[src/hw/rtl/rlkc_pkg.sv]
// ----------------------------------------------------------------------------
// rlkc_pkg
// Types, ladder thresholds and codes shared by the keypad controller.
// ----------------------------------------------------------------------------
package rlkc_pkg;

   localparam int ADC_W  = 10;
   localparam int CODE_W = 3;
   localparam int TICK_W = 32;
   localparam int REG_W  = 16;
   localparam int CSR_IDX_W = 2;

   typedef logic [CODE_W-1:0] code_type;
   typedef logic [TICK_W-1:0] tick_type;
   typedef logic [REG_W-1:0]  reg_type;

   localparam logic [ADC_W-1:0] THR_MIN  = 10'd500;
   localparam logic [ADC_W-1:0] THR_UP   = 10'd580;
   localparam logic [ADC_W-1:0] THR_DOWN = 10'd650;
   localparam logic [ADC_W-1:0] THR_SEL  = 10'd720;
   localparam logic [ADC_W-1:0] THR_UD   = 10'd765;
   localparam logic [ADC_W-1:0] THR_US   = 10'd794;
   localparam logic [ADC_W-1:0] THR_DS   = 10'd824;
   localparam logic [ADC_W-1:0] THR_ALL  = 10'd900;

   localparam code_type KEY_NONE   = 3'b000;
   localparam code_type KEY_UP     = 3'b001;
   localparam code_type KEY_DOWN   = 3'b010;
   localparam code_type KEY_SELECT = 3'b100;

   localparam logic EVENT_KEY     = 1'b0;
   localparam logic EVENT_TIMEOUT = 1'b1;

   localparam logic [CSR_IDX_W-1:0] CSR_STANDARD = 2'd0;
   localparam logic [CSR_IDX_W-1:0] CSR_REDUCED  = 2'd1;
   localparam logic [CSR_IDX_W-1:0] CSR_IDLE     = 2'd2;

   localparam reg_type STANDARD_RESET = 16'd10;
   localparam reg_type REDUCED_RESET  = 16'd4;
   localparam reg_type IDLE_RESET     = 16'd1200;

   typedef struct packed {
      reg_type standard_repeat;
      reg_type reduced_repeat;
      reg_type idle_timeout;
   } cfg_type;

   typedef struct packed {
      code_type code;
      logic     agreed;
      logic     line;
      tick_type date;
   } class_item_type;

   typedef struct packed {
      code_type key_code;
      logic     event_kind;
      logic     screen_on;
   } rsp_item_type;

   function automatic code_type decode_ladder(input logic [ADC_W-1:0] v);
      code_type c;
      priority if (v <= THR_MIN) c = KEY_NONE;
      else if (v < THR_UP)       c = KEY_UP;
      else if (v < THR_DOWN)     c = KEY_DOWN;
      else if (v < THR_SEL)      c = KEY_SELECT;
      else if (v < THR_UD)       c = KEY_UP | KEY_DOWN;
      else if (v < THR_US)       c = KEY_UP | KEY_SELECT;
      else if (v < THR_DS)       c = KEY_DOWN | KEY_SELECT;
      else if (v < THR_ALL)      c = KEY_UP | KEY_DOWN | KEY_SELECT;
      else                       c = KEY_NONE;
      return c;
   endfunction

endpackage

[src/hw/rtl/rlkc_queue.sv]
// ----------------------------------------------------------------------------
// rlkc_queue
// Small register queue with push/full and pop/empty sides.
// ----------------------------------------------------------------------------
module rlkc_queue #(
   parameter int WIDTH = 8,
   parameter int DEPTH = 4
) (
   input  logic             clock,
   input  logic             reset,
   input  logic             push,
   input  logic [WIDTH-1:0] push_data,
   output logic             full,
   input  logic             pop,
   output logic [WIDTH-1:0] pop_data,
   output logic             empty
);
   localparam int IDX_W = (DEPTH > 1) ? $clog2(DEPTH) : 1;
   localparam int CNT_W = $clog2(DEPTH + 1);

   logic [WIDTH-1:0] mem_ff [DEPTH];
   logic [IDX_W-1:0] wr_ptr_ff, wr_ptr_in;
   logic [IDX_W-1:0] rd_ptr_ff, rd_ptr_in;
   logic [CNT_W-1:0] count_ff, count_in;
   logic             do_push, do_pop;

   assign full     = (count_ff == CNT_W'(DEPTH));
   assign empty    = (count_ff == '0);
   assign do_push  = push && !full;
   assign do_pop   = pop && !empty;
   assign pop_data = mem_ff[rd_ptr_ff];

   always_comb begin
      wr_ptr_in = wr_ptr_ff;
      rd_ptr_in = rd_ptr_ff;
      count_in  = count_ff;
      if (do_push) begin
         wr_ptr_in = (wr_ptr_ff == IDX_W'(DEPTH - 1)) ? '0 : wr_ptr_ff + IDX_W'(1);
      end
      if (do_pop) begin
         rd_ptr_in = (rd_ptr_ff == IDX_W'(DEPTH - 1)) ? '0 : rd_ptr_ff + IDX_W'(1);
      end
      if (do_push && !do_pop) begin
         count_in = count_ff + CNT_W'(1);
      end else if (do_pop && !do_push) begin
         count_in = count_ff - CNT_W'(1);
      end
   end

   always_ff @(posedge clock) begin
      if (reset) begin
         wr_ptr_ff <= '0;
         rd_ptr_ff <= '0;
         count_ff  <= '0;
      end else begin
         wr_ptr_ff <= wr_ptr_in;
         rd_ptr_ff <= rd_ptr_in;
         count_ff  <= count_in;
      end
   end

   always_ff @(posedge clock) begin
      if (do_push) begin
         mem_ff[wr_ptr_ff] <= push_data;
      end
   end

endmodule

[src/hw/rtl/rlkc_front.sv]
// ----------------------------------------------------------------------------
// rlkc_front
// Decodes each ladder sample, checks agreement with the previous sample
// and stamps it with the tick count.
// ----------------------------------------------------------------------------
module rlkc_front (
   input  logic                          clock,
   input  logic                          reset,
   input  logic                          accept,
   input  logic [rlkc_pkg::ADC_W-1:0]    adc_sample,
   input  logic                          key_line_high,
   output rlkc_pkg::class_item_type      item
);
   import rlkc_pkg::*;

   code_type previous_code_ff, previous_code_in;
   tick_type tick_ff, tick_in;
   code_type code;

   assign code = key_line_high ? decode_ladder(adc_sample) : KEY_NONE;

   always_comb begin
      item.code   = code;
      item.agreed = (code == previous_code_ff);
      item.line   = key_line_high;
      item.date   = tick_ff;
      previous_code_in = accept ? code : previous_code_ff;
      tick_in          = accept ? tick_ff + TICK_W'(1) : tick_ff;
   end

   always_ff @(posedge clock) begin
      if (reset) begin
         previous_code_ff <= KEY_NONE;
         tick_ff          <= '0;
      end else begin
         previous_code_ff <= previous_code_in;
         tick_ff          <= tick_in;
      end
   end

endmodule

[src/hw/rtl/rlkc_back.sv]
// ----------------------------------------------------------------------------
// rlkc_back
// Applies autorepeat, last-key tracking and idle timeout to classified
// samples and produces key and timeout events.
// ----------------------------------------------------------------------------
module rlkc_back (
   input  logic                       clock,
   input  logic                       reset,
   input  rlkc_pkg::cfg_type          cfg,
   input  rlkc_pkg::class_item_type   item,
   input  logic                       item_valid,
   output logic                       item_pop,
   input  logic                       out_full,
   output logic                       out_push,
   output rlkc_pkg::rsp_item_type     out_item
);
   import rlkc_pkg::*;

   code_type last_key_ff, last_key_in;
   tick_type last_event_ff, last_event_in;
   reg_type  active_delay_ff, active_delay_in;
   logic     screen_ff, screen_in;
   tick_type elapsed;
   logic     screen_now;
   logic     fire;

   assign item_pop   = item_valid && !out_full;
   assign elapsed    = item.date - last_event_ff;
   assign screen_now = item.line ? 1'b1 : screen_ff;

   always_comb begin
      last_key_in     = last_key_ff;
      last_event_in   = last_event_ff;
      active_delay_in = active_delay_ff;
      screen_in       = screen_now;
      fire            = 1'b0;
      out_item.key_code   = item.code;
      out_item.event_kind = EVENT_KEY;
      if (item.agreed) begin
         if (item.code != KEY_NONE) begin
            if (item.code != last_key_ff ||
                elapsed > {{(TICK_W-REG_W){1'b0}}, active_delay_ff}) begin
               active_delay_in = (item.code == last_key_ff) ? cfg.reduced_repeat
                                                            : cfg.standard_repeat;
               last_key_in     = item.code;
               last_event_in   = item.date;
               fire            = 1'b1;
            end
         end else begin
            active_delay_in = cfg.standard_repeat;
            last_key_in     = KEY_NONE;
            if (elapsed > {{(TICK_W-REG_W){1'b0}}, cfg.idle_timeout} && screen_now) begin
               screen_in           = 1'b0;
               fire                = 1'b1;
               out_item.key_code   = KEY_NONE;
               out_item.event_kind = EVENT_TIMEOUT;
            end
         end
      end
      out_item.screen_on = screen_in;
      out_push = item_pop && fire;
   end

   always_ff @(posedge clock) begin
      if (reset) begin
         last_key_ff     <= KEY_NONE;
         last_event_ff   <= '0;
         active_delay_ff <= STANDARD_RESET;
         screen_ff       <= 1'b1;
      end else if (item_pop) begin
         last_key_ff     <= last_key_in;
         last_event_ff   <= last_event_in;
         active_delay_ff <= active_delay_in;
         screen_ff       <= screen_in;
      end
   end

endmodule

[src/hw/rtl/resistor_ladder_keypad_controller.sv]
// ----------------------------------------------------------------------------
// resistor_ladder_keypad_controller
// Keypad controller for a three-button resistor ladder: debounce,
// autorepeat and screen idle timeout.
// ----------------------------------------------------------------------------
// Each pushed item is one sample tick. The front decodes the reading and
// checks it against the previous tick; a queue of QUEUE_DEPTH entries then
// feeds the back, which tracks the held key, repeat timing and the screen
// state, and writes events into a result queue of the same depth. One item
// is taken every cycle while the input queue has room; its sample passes the
// input queue registers and its event the result queue registers before it
// shows on the result ports, and a full result queue holds it back. Write
// configuration only while no samples or events are in flight.
module resistor_ladder_keypad_controller #(
   parameter int QUEUE_DEPTH = 4
) (
   input  logic                               clock,
   input  logic                               reset,
   input  logic                               req_push,
   output logic                               req_full,
   input  logic [rlkc_pkg::ADC_W-1:0]         req_adc_sample,
   input  logic                               req_key_line_high,
   output logic                               rsp_empty,
   input  logic                               rsp_pop,
   output logic [rlkc_pkg::CODE_W-1:0]        rsp_key_code,
   output logic                               rsp_event_kind,
   output logic                               rsp_screen_on,
   input  logic                               csr_we,
   input  logic [rlkc_pkg::CSR_IDX_W-1:0]     csr_index,
   input  logic [rlkc_pkg::REG_W-1:0]         csr_wdata
);
   import rlkc_pkg::*;

   cfg_type        cfg_ff, cfg_in;
   class_item_type front_item, back_item;
   logic           req_accept;
   logic           mid_empty, back_pop;
   logic           out_full, out_push;
   rsp_item_type   out_item, rsp_item;

   assign req_accept = req_push && !req_full;

   always_comb begin
      cfg_in = cfg_ff;
      if (csr_we) begin
         unique case (csr_index)
            CSR_STANDARD: cfg_in.standard_repeat = csr_wdata;
            CSR_REDUCED:  cfg_in.reduced_repeat  = csr_wdata;
            CSR_IDLE:     cfg_in.idle_timeout    = csr_wdata;
            default:      cfg_in = cfg_ff;
         endcase
      end
   end

   always_ff @(posedge clock) begin
      if (reset) begin
         cfg_ff.standard_repeat <= STANDARD_RESET;
         cfg_ff.reduced_repeat  <= REDUCED_RESET;
         cfg_ff.idle_timeout    <= IDLE_RESET;
      end else begin
         cfg_ff <= cfg_in;
      end
   end

   rlkc_front u_front (
      .clock         (clock),
      .reset         (reset),
      .accept        (req_accept),
      .adc_sample    (req_adc_sample),
      .key_line_high (req_key_line_high),
      .item          (front_item)
   );

   rlkc_queue #(
      .WIDTH ($bits(class_item_type)),
      .DEPTH (QUEUE_DEPTH)
   ) u_mid_queue (
      .clock     (clock),
      .reset     (reset),
      .push      (req_push),
      .push_data (front_item),
      .full      (req_full),
      .pop       (back_pop),
      .pop_data  (back_item),
      .empty     (mid_empty)
   );

   rlkc_back u_back (
      .clock      (clock),
      .reset      (reset),
      .cfg        (cfg_ff),
      .item       (back_item),
      .item_valid (!mid_empty),
      .item_pop   (back_pop),
      .out_full   (out_full),
      .out_push   (out_push),
      .out_item   (out_item)
   );

   rlkc_queue #(
      .WIDTH ($bits(rsp_item_type)),
      .DEPTH (QUEUE_DEPTH)
   ) u_rsp_queue (
      .clock     (clock),
      .reset     (reset),
      .push      (out_push),
      .push_data (out_item),
      .full      (out_full),
      .pop       (rsp_pop),
      .pop_data  (rsp_item),
      .empty     (rsp_empty)
   );

   assign rsp_key_code   = rsp_item.key_code;
   assign rsp_event_kind = rsp_item.event_kind;
   assign rsp_screen_on  = rsp_item.screen_on;

   a_timeout_shape : assert property (@(posedge clock) disable iff (reset)
      (!rsp_empty && rsp_event_kind == EVENT_TIMEOUT) |->
         (rsp_key_code == KEY_NONE && !rsp_screen_on))
      else $error("timeout event with key code or screen on");

   a_key_shape : assert property (@(posedge clock) disable iff (reset)
      (!rsp_empty && rsp_event_kind == EVENT_KEY) |->
         (rsp_key_code != KEY_NONE && rsp_screen_on))
      else $error("key event without key or with screen off");

   a_reset_empty : assert property (@(posedge clock)
      reset |=> rsp_empty)
      else $error("result queue not empty after reset");

endmodule

[config.mk]
export PLATFORM = sky130hd
export DESIGN_NAME = resistor_ladder_keypad_controller
export DESIGN_NICKNAME = d
export VERILOG_FILES = /design/src/hw/rtl/rlkc_pkg.sv /design/src/hw/rtl/rlkc_queue.sv /design/src/hw/rtl/rlkc_front.sv /design/src/hw/rtl/rlkc_back.sv /design/src/hw/rtl/resistor_ladder_keypad_controller.sv
export SDC_FILE = /design/constraint.sdc
export NUM_CORES = 1
export LEC_CHECK = 0
export BUFFER_PORTS_ARGS = -buffer_cell sky130_fd_sc_hd__buf_4
export CAP_MARGIN = 10
export CORE_ASPECT_RATIO = 1.2
export CORE_MARGIN = 4
export CORE_UTILIZATION = 70
export CTS_BUF_LIST = sky130_fd_sc_hd__clkbuf_8
export DETAILED_ROUTE_END_ITERATION = 7
export PLACE_DENSITY_LB_ADDON = 0.15
export SLEW_MARGIN = 20
export SYNTH_ARGS = -nofsm -noshare
export SYNTH_HDL_FRONTEND = slang
export SYNTH_SLANG_ARGS = --single-unit
[constraint.sdc]
create_clock -name clock -period 17.5 [get_ports clock]
set_clock_uncertainty 0.15 [all_clocks]
set_input_delay 0 -clock clock [delete_from_list [all_inputs] [get_ports clock]]
set_output_delay 0 -clock clock [all_outputs]
set_load 0.03 [all_outputs]
==> flow_summary.ini, run 1 <==
[timing]
slew_violations = 0
period_minus_slack_ns = 6.70
fin_setup_tns_ns = 0
finalSetupViolations = 0
hold_viol_final = 0
worst_slew_pin_slew_ns = 1.01
finalCritPeriodShare_pct = 38.3
slew_headroom_pct = 32.4
rsz0062_at_grt = false
max_freq_ghz = 0.149
setup_slack_ns = 10.80

[synthesis]
yosys.area.top_type = edfxtp_1
synth_nets = 1470
synth_area_leaders = edfxtp_1 (33%), dfxtp_1 (20%), ha_1 (6.4%)
ys_async_sr_fraction_pct = 0
ys_warn_count = 0
synth.avg_cell_area_sq_um = 11.3
synth_edf_count = 168
netlist.area_leader.share_pct = 33.0
ys_seq_area_share_pct = 53.0
synth_top_flop_cell = edfxtp_1
ys_ff_latch = 321
synth.distinct_cells = 66
netlist_instances = 1355
syn_area_sq_mm = 0.0153

[critical_path]
cp-end-kind = flip-flop
startpoint_type = flip-flop
crit_arrival_ns = 7.04
crit_family = compound AO/OA/AOI/OAI gates
crit_path_max_incr_delay_ns = 0.63
cp.required_ns = 17.84
critPathSlowestCell = mux4_2
cp_common_cell = ha_1
setup.worst_path.class = flip-flop to flip-flop
crit_chain = buf_4 > mux4_2 > ha_1 > nand4_1 > a211o_1 > and2_1 > o21ai_0 > a21o_1 > a21oi_1 > xnor2_1 > ha_1 > nand4_1 > nor4_1 > a211o_1 > nand2b_1 > o21bai_4 > a21oi_2 > ha_1 > inv_1 > fa_1 > xor2_1 > or3_1 > a21oi_1
cp_max_fo = 35
crit_buf_inv = 2

[die]
start_util_pct = 70.7
pin_count = 41
dieHeight_um = 170
dieArea_sq_mm = 0.0243
die_w_um = 143
core_sq_mm = 0.0216
rows = 59

[routing]
vias = 10659
viasPerCell = 6.10
ant_nets = 0
drt_iter0_drc = 650
post-route-drc-count = 0
drt-total-wl_um = 33300
wire_per_inst_um = 19.1
drt-pass1-iter-count = 5

[placed_design]
place_congestion = 0.974
place_ws_ns = 10.78
dpl.cell_count = 1624
post-dp-hpwl_um = 22600
io_buffers = 40

[final_layout]
final_nets = 1550
area_delta_synth_final_pct = 11.7
fin_util_pct = 79.0
insertedDiodeCount = 0
instances_no_fill = 1747
drive_gt1_share_pct = 13.5

[power]
power.total_w = 0.00337
p_switching_w = 0.00137
switching_share_pct = 40.8
combPwrFrac_pct = 53.4
leakage_nw = 6.60
power_frac_clock_pct = 18.3
irDropWorstVdd_uv = 115
seq_power_share_pct = 28.3
power.internal_w = 0.00200
p_per_area_mw_per_mm2 = 197

[clocking]
postCtsHoldBufs = 35
cts_setup_buffers = 0
clockBufferDepth = 3
cts_tree = yes
cts.sinks = 321
clock_latency_ns = 0.56
cts_resized = 0
cts-root-buf = clkbuf_8
clkTransAtPathRegs_ns = 0.07
htree_num_levels = 2
numCtsBuffers = 48

[global_routing]
grt_usage_pct = 27.7
gr-total-overflow = 0
grt_max_degree = 82
grt_pass1_wl_um = 53400
grt_pass1_vias = 10646
antenna_found_initial = 0

[min_path]
min-delay-path-class = primary input to flip-flop

[run_status]
outcome = completed

[run]
cap_viol_max_count = 0
cells in the mapped netlist (4+ instances only):
library cell    n
edfxtp_1      168
dfxtp_1       153
nand2_1       150
nor2_1        127
a21oi_1       100
inv_1          87
ha_1           78
mux2i_1        44
mux4_2         42
clkbuf_1       36
o21ai_0        31
xor2_1         31
xnor2_1        29
nand3_1        23
a21o_1         19
and3_1         16
nand4_1        16
mux2_2         14
nor3_1         14
and2_1         13
o211ai_1       13
o21a_1         12
nand2b_1       11
or3_1          11
a211oi_2        9
a211oi_1        8
a211o_1         7
buf_1           7
a31oi_1         6
nor2b_1         6
a21oi_2         4
buf_4           4
o2111ai_1       4
o21bai_1        4
metal layers:
metal / up-vias / global-route usage, % / wire length, um
li1: 5044 / - / -
met1: 5118 / 33.9 / 13100
met2: 393 / 48.5 / 16800
met3: 104 / 4.22 / 1810
met4: 0 / 12.2 / 1520
met5: - / 0 / 0
layout by cell type (no fill, tap or decap), drive strengths merged, types with 42 or more instances in the layout:
master | netlist | routed
a21oi | 104 | 104
clkbuf | 38 | 59
mux4 | 42 | 42
dfxtp | 153 | 153
ha | 78 | 78
inv | 87 | 103
edfxtp | 168 | 168
mux2i | 44 | 44
buf | 17 | 50
nand2 | 150 | 150
nor2 | 127 | 127
power by group through the flow:
stage               Combinational (W)  Clock [W]  Sequential, W
detailed placement            0.00176          0       0.000968
floorplan                     0.00140          0       0.000947
CTS                           0.00178   0.000628       0.000954
global placement              0.00172          0       0.000960
finish                        0.00180   0.000618       0.000954
global route                  0.00198   0.000666       0.000963
stage by stage:
stage / instance area [sq um] / hold slack, ns
finish: 17100 / 0.0562
floorplan: 15300 / -0.0511
global route: 17100 / 0.0459
global placement: 15700 / 0.0877
detailed placement: 15700 / 0.0876
CTS: 17100 / 0.0290
registers in the layout (all words and copies together), names as in the netlist, named ones only:
name / cells
cfg_ff: 48
u_back.active_delay_ff: 16
u_back.last_event_ff: 32
u_back.last_key_ff: 3
u_back.screen_ff: 1
u_front.previous_code_ff: 3
u_front.tick_ff: 32
u_mid_queue.count_ff: 3
u_mid_queue.mem_ff: 148
u_mid_queue.rd_ptr_ff: 2
u_mid_queue.wr_ptr_ff: 2
u_rsp_queue.count_ff: 3
u_rsp_queue.mem_ff: 20
u_rsp_queue.rd_ptr_ff: 2
u_rsp_queue.wr_ptr_ff: 2
area by class of cell:
cell class / instances / area (sq um)
clock inverters: 29 / 190
well taps: 274 / 343
flip-flops and latches: 321 / 8110
fillers: 1325 / 4530
multi-input cells: 892 / 6590
clock buffers: 59 / 812
inverters: 87 / 327
repair buffers: 85 / 726
cell families after synthesis:
group / share of synthesized area, %
compound gates: 10.5
xor+xnor: 3.43
fa+ha+maj: 6.77
buf+inv: 3.94
flops: 53.0
mux: 10.2
simple gates: 12.2
path summary, 6_finish.rpt:
path | startpoint | to | slack [ns] | cells after the start
max reg2reg | flip-flop | u_rsp_queue.count_ff[2] | 10.80 | 23
max | flip-flop | u_rsp_queue.count_ff[2] | 10.80 | 23
min | csr_we | cfg_ff[2] | 0.06 | 4
min reg2reg | cfg_ff[41] | cfg_ff[41] | 0.30 | 2
worst min-delay path, delay by kind of cell:
family | cells | cell delay (ns)
AND/OR/NAND/NOR | 2 | 0.54
buffers and inverters | 1 | 0.13
AO/OA/AOI/OAI | 1 | 0.05
Power figures use the tool's default switching activity.
==> run 2, diff against run 1 <==
ABC_AREA = 1   (was not set)
CORE_UTILIZATION = 65   (was 70)
clock period = 6.35 ns   (was 17.5 ns; I/O delays follow)
==> flow_summary.ini, run 2 <==
[run_status]
outcome = completed

[critical_path]
rrSetupSlack_ns = 0.59
crit_path_max_incr_delay_ns = 0.63
critPathSlowestCell = inv_2
cp.required_ns = 6.66
crit_arrival_ns = 6.06
cp-end-kind = flip-flop
cp_common_cell = a21oi_1
startpoint_type = flip-flop
cp_max_fo = 57
setup.worst_path.class = flip-flop to flip-flop

[routing]
wire_per_inst_um = 15.6
viasPerCell = 5.43
drt-pass1-iter-count = 5
post-route-drc-count = 0
drt-total-wl_um = 37700
ant_nets = 0
routed-wl-met3_um = 1640
met2_length_um = 18700
top_layer_used = met4
drt_iter0_drc = 862
wl_met1_um = 16300
vias = 13092

[timing]
rsz0062_at_grt = false
finalCritPeriodShare_pct = 90.6
max_freq_ghz = 0.174
hold_viol_final = 0
slew_violations = 0
finalSetupViolations = 0
worst_slew_pin_slew_ns = 0.900
fin_setup_tns_ns = 0
period_minus_slack_ns = 5.76
slew_headroom_pct = 39.9

[power]
leakage_nw = 7.85
p_per_area_mw_per_mm2 = 519
irDropWorstVdd_uv = 276

[final_layout]
final_common_cell = nand2_1
insertedDiodeCount = 0
top_regs = u_mid_queue.mem_ff x148, cfg_ff x48
instances_no_fill = 2411
final.fill_count = 1862
final_nets = 2160
largest-register = u_mid_queue.mem_ff
largest_reg_flops = 148
drive_gt1_share_pct = 12.8
area_delta_synth_final_pct = 12.4
layout_common_cells = nand2_1 (374), inv_1 (307), nor2_1 (222), o21ai_0 (171), edfxtp_1 (168)

[global_routing]
grt_max_degree = 75
antenna_found_initial = 0
grt_pass1_wl_um = 62300
grt_pass1_vias = 12858
grt_usage_pct = 26.9
gr-total-overflow = 0

[synthesis]
ys_seq_area_share_pct = 49.0
synth.avg_cell_area_sq_um = 8.45
yosysMostFrequentCell = nand2_1
ys_warn_count = 0
yosys-top-cells-count = nand2_1 (374), inv_1 (286), nor2_1 (226), o21ai_0 (171), edfxtp_1 (168)
yosys.area.top_type = edfxtp_1
synth_edf_count = 168
synth.distinct_cells = 56
netlist.area_leader.share_pct = 30.5
ys_async_sr_fraction_pct = 0
synth_top_flop_cell = edfxtp_1
synth_area_leaders = edfxtp_1 (31%), dfxtp_1 (19%), nand2_1 (8.5%)
ys_ff_latch = 321
netlist_instances = 1958
syn_area_sq_mm = 0.0165
synth_nets = 2073

[clocking]
htree_num_levels = 2
clkTransAtPathRegs_ns = 0.07
cts_setup_buffers = 0
postCtsHoldBufs = 44
numCtsBuffers = 50
cts.sinks = 321
clockBufferDepth = 3
cts_resized = 0
clock_latency_ns = 0.58
cts-root-buf = clkbuf_8
cts_tree = yes

[placed_design]
post-dp-hpwl_um = 25700
dpl.cell_count = 2274
place_congestion = 0.936
io_buffers = 40

[die]
dieHeight_um = 183
core_sq_mm = 0.0249
pin_count = 41
dieArea_sq_mm = 0.0281
start_util_pct = 66.4
die_w_um = 154
rows = 63

[run]
cap_viol_max_count = 0

[min_path]
min-delay-path-class = primary input to flip-flop
==> run 2: cells by family after synthesis <==
kind of cell | count (synthesis) | synth area share (%)
mux | 1 | 0.0681
xor+xnor | 25 | 1.32
simple gates | 781 | 20.6
compound gates | 384 | 14.1
flops | 321 | 49.0
fa+ha+maj | 81 | 6.27
buf+inv | 365 | 8.66
==> run 2: cell type report <==
class                   count  area [sq um]  share of cell area (%)
flip-flops and latches    321          8110                    43.6
repair buffers             97           838                    4.51
clock buffers              62           853                    4.59
clock inverters            31           201                    1.08
multi-input cells        1272          7040                    37.9
inverters                 303          1140                    6.15
well taps                 325           407                    2.19
==> run 2: worst paths after layout <==
path / start / end / depth (start not counted)
worst max-delay path: flip-flop / u_rsp_queue.count_ff[2] / 30
worst max register to register: flip-flop / u_rsp_queue.count_ff[2] / 30
worst min-delay path: req_adc_sample[3] / u_front.previous_code_ff[0] / 8
worst min register to register: cfg_ff[24] / cfg_ff[24] / 2
==> run 2: per-layer routing <==
metal / vias up / global-route usage [%]
met5: - / 0
met4: 0 / 8.09
met3: 84 / 3.53
met2: 339 / 47.8
met1: 6056 / 34.4
li1: 6613 / -
==> run 2: critical path, delay by kind of cell (launching register included) <==
family	cells	cell delay (ns)
adders and majority gates	5	1.43
AOI/OAI and AO/OA	10	1.41
and+or+nand+nor	10	1.12
buffers and inverters	4	0.90
DFF	1	0.32
xor gates and xnor gates	1	0.28
==> run 2: through the flow <==
stage               area (sq um)  hold WS, ns  total power (W)  util, %  setup WS, ns
finish                     18600       0.0231          0.00964     74.6         0.594
floorplan                  16500      -0.0511          0.00665        -          1.39
CTS                        18600      0.00937          0.00965     74.6         0.669
detailed placement         17100       0.0809          0.00783     68.6         0.746
global placement           17100       0.0777          0.00769     68.6         0.810
global route               18600       0.0481           0.0105     74.6         0.189
==> run 2: where the power goes <==
group	leakage (nW)	switching, W	internal (W)	total [W]
clock	0.621	0.000808	0.000971	0.00178
sequential	2.83	0.000111	0.00248	0.00259
combinational	4.40	0.00348	0.00179	0.00527
==> run 3, diff against run 2 <==
BUFFER_PORTS_ARGS = not set   (was -buffer_cell sky130_fd_sc_hd__buf_4)
CORE_UTILIZATION = 66   (was 65)
DONT_BUFFER_PORTS = 1   (was not set)
PLACE_DENSITY = 0.82   (was not set)
PLACE_DENSITY_LB_ADDON = not set   (was 0.15)
==> flow_summary.ini, run 3 (same netlist as run 2, synthesis figures left out) <==
[clocking]
clkTransAtPathRegs_ns = 0.06
cts.sinks = 321
cts-root-buf = clkbuf_8
clock_latency_ns = 0.57
numCtsBuffers = 48
htree_num_levels = 2
cts_tree = yes
clockBufferDepth = 3

[die]
core_sq_mm = 0.0247
rows = 63
dieHeight_um = 181
dieArea_sq_mm = 0.0277
start_util_pct = 67.0
die_w_um = 152
pin_count = 41

[timing]
fin_setup_tns_ns = 0
finalSetupViolations = 0
period_minus_slack_ns = 5.68
rsz0062_at_grt = false
finalCritPeriodShare_pct = 89.4
max_freq_ghz = 0.176
hold_viol_final = 0
slew_violations = 0
hold-worst-slack_ns = 0.0664
slew_headroom_pct = 29.0
worst_slew_pin_slew_ns = 1.06

[placed_design]
dpl.cell_count = 2233
place_congestion = 0.948
post-dp-hpwl_um = 25200
io_buffers = 0

[critical_path]
crit_arrival_ns = 5.97
startpoint_type = flip-flop
cp-end-kind = flip-flop
cp.required_ns = 6.65
crit_path_max_incr_delay_ns = 0.56
cp_common_cell = nand2_1
cp_max_fo = 74
critPathSlowestCell = buf_4
setup.worst_path.class = flip-flop to flip-flop

[routing]
drt_iter0_drc = 1039
drt-total-wl_um = 38500
vias = 13309
post-route-drc-count = 0
ant_nets = 0
drt-pass1-iter-count = 6
viasPerCell = 5.59
wire_per_inst_um = 16.2

[final_layout]
largest-register = u_mid_queue.mem_ff
instances_no_fill = 2381
layout_common_cells = nand2_1 (374), inv_1 (294), nor2_1 (222), o21ai_0 (171), edfxtp_1 (168)
drive_gt1_share_pct = 11.0
area_delta_synth_final_pct = 11.5
largest_reg_flops = 148
fin_util_pct = 74.7
final_nets = 2133
top_regs = u_mid_queue.mem_ff x148, cfg_ff x48
insertedDiodeCount = 0
final_common_cell = nand2_1
final.fill_count = 1675

[global_routing]
grt_pass1_vias = 13181
grt_max_degree = 75
gr-total-overflow = 0
antenna_found_initial = 0
grt_usage_pct = 27.6
grt_pass1_wl_um = 63400

[run_status]
outcome = completed

[power]
p_per_area_mw_per_mm2 = 519
leakage_nw = 7.70
irDropWorstVdd_uv = 223

[run]
cap_viol_max_count = 0

[min_path]
min-delay-path-class = primary input to flip-flop
## run 3: area by class of cell
class	instances	area [sq um]	share of cell area, %
clock buffers	57	785	4.26
clock inverters	31	246	1.34
inverters	303	1140	6.20
multi-input cells	1272	7040	38.2
flip-flops and latches	321	8110	44.0
well taps	325	407	2.21
repair buffers	72	708	3.84
## run 3: per-layer routing
layer	wire [um]	global-route usage, %
met5	0	0
met2	19600	50.3
met3	2080	3.91
met4	1160	9.23
met1	15600	33.7
## run 3: worst max-delay path, delay by kind of cell (launching register included)
kind,cells,cell delay (ns)
AOI/OAI and AO/OA,7,1.26
xor gates and xnor gates,1,0.16
adders and majority gates,4,1.24
buffers and inverters,3,0.68
DFF,1,0.33
and+or+nand+nor,16,1.70
## run 3: per-stage QoR
stage | power, W | worst slack, ns | cell area [sq um]
2_1_floorplan | 0.00665 | 1.39 | 16500
3_3_place_gp | 0.00752 | 0.941 | 16800
3_5_place_dp | 0.00770 | 0.755 | 16800
4_1_cts | 0.00955 | 0.714 | 18400
5_1_grt | 0.0104 | 0.218 | 18400
6_report | 0.00957 | 0.675 | 18400
## run 3: what timing repair did
action,CTS,global route
hold buffers,56,4
gates resized for setup,0,0
endpoints found under the hold margin,171,16
setup buffers,0,0
## run 3: worst paths after layout
path,start,endpoint,slack [ns],depth (start not counted)
hold / removal,csr_we,cfg_ff[18],0.07,3
setup reg to reg,flip-flop,u_rsp_queue.count_ff[2],0.67,31
hold reg to reg,cfg_ff[22],cfg_ff[22],0.30,2
setup / recovery,flip-flop,u_rsp_queue.count_ff[2],0.67,31
## run 3: power breakdown
group / internal [W] / switching [W] / leakage (nW)
combinational: 0.00175 / 0.00344 / 4.30
clock: 0.000986 / 0.000799 / 0.570
sequential: 0.00248 / 0.000115 / 2.83
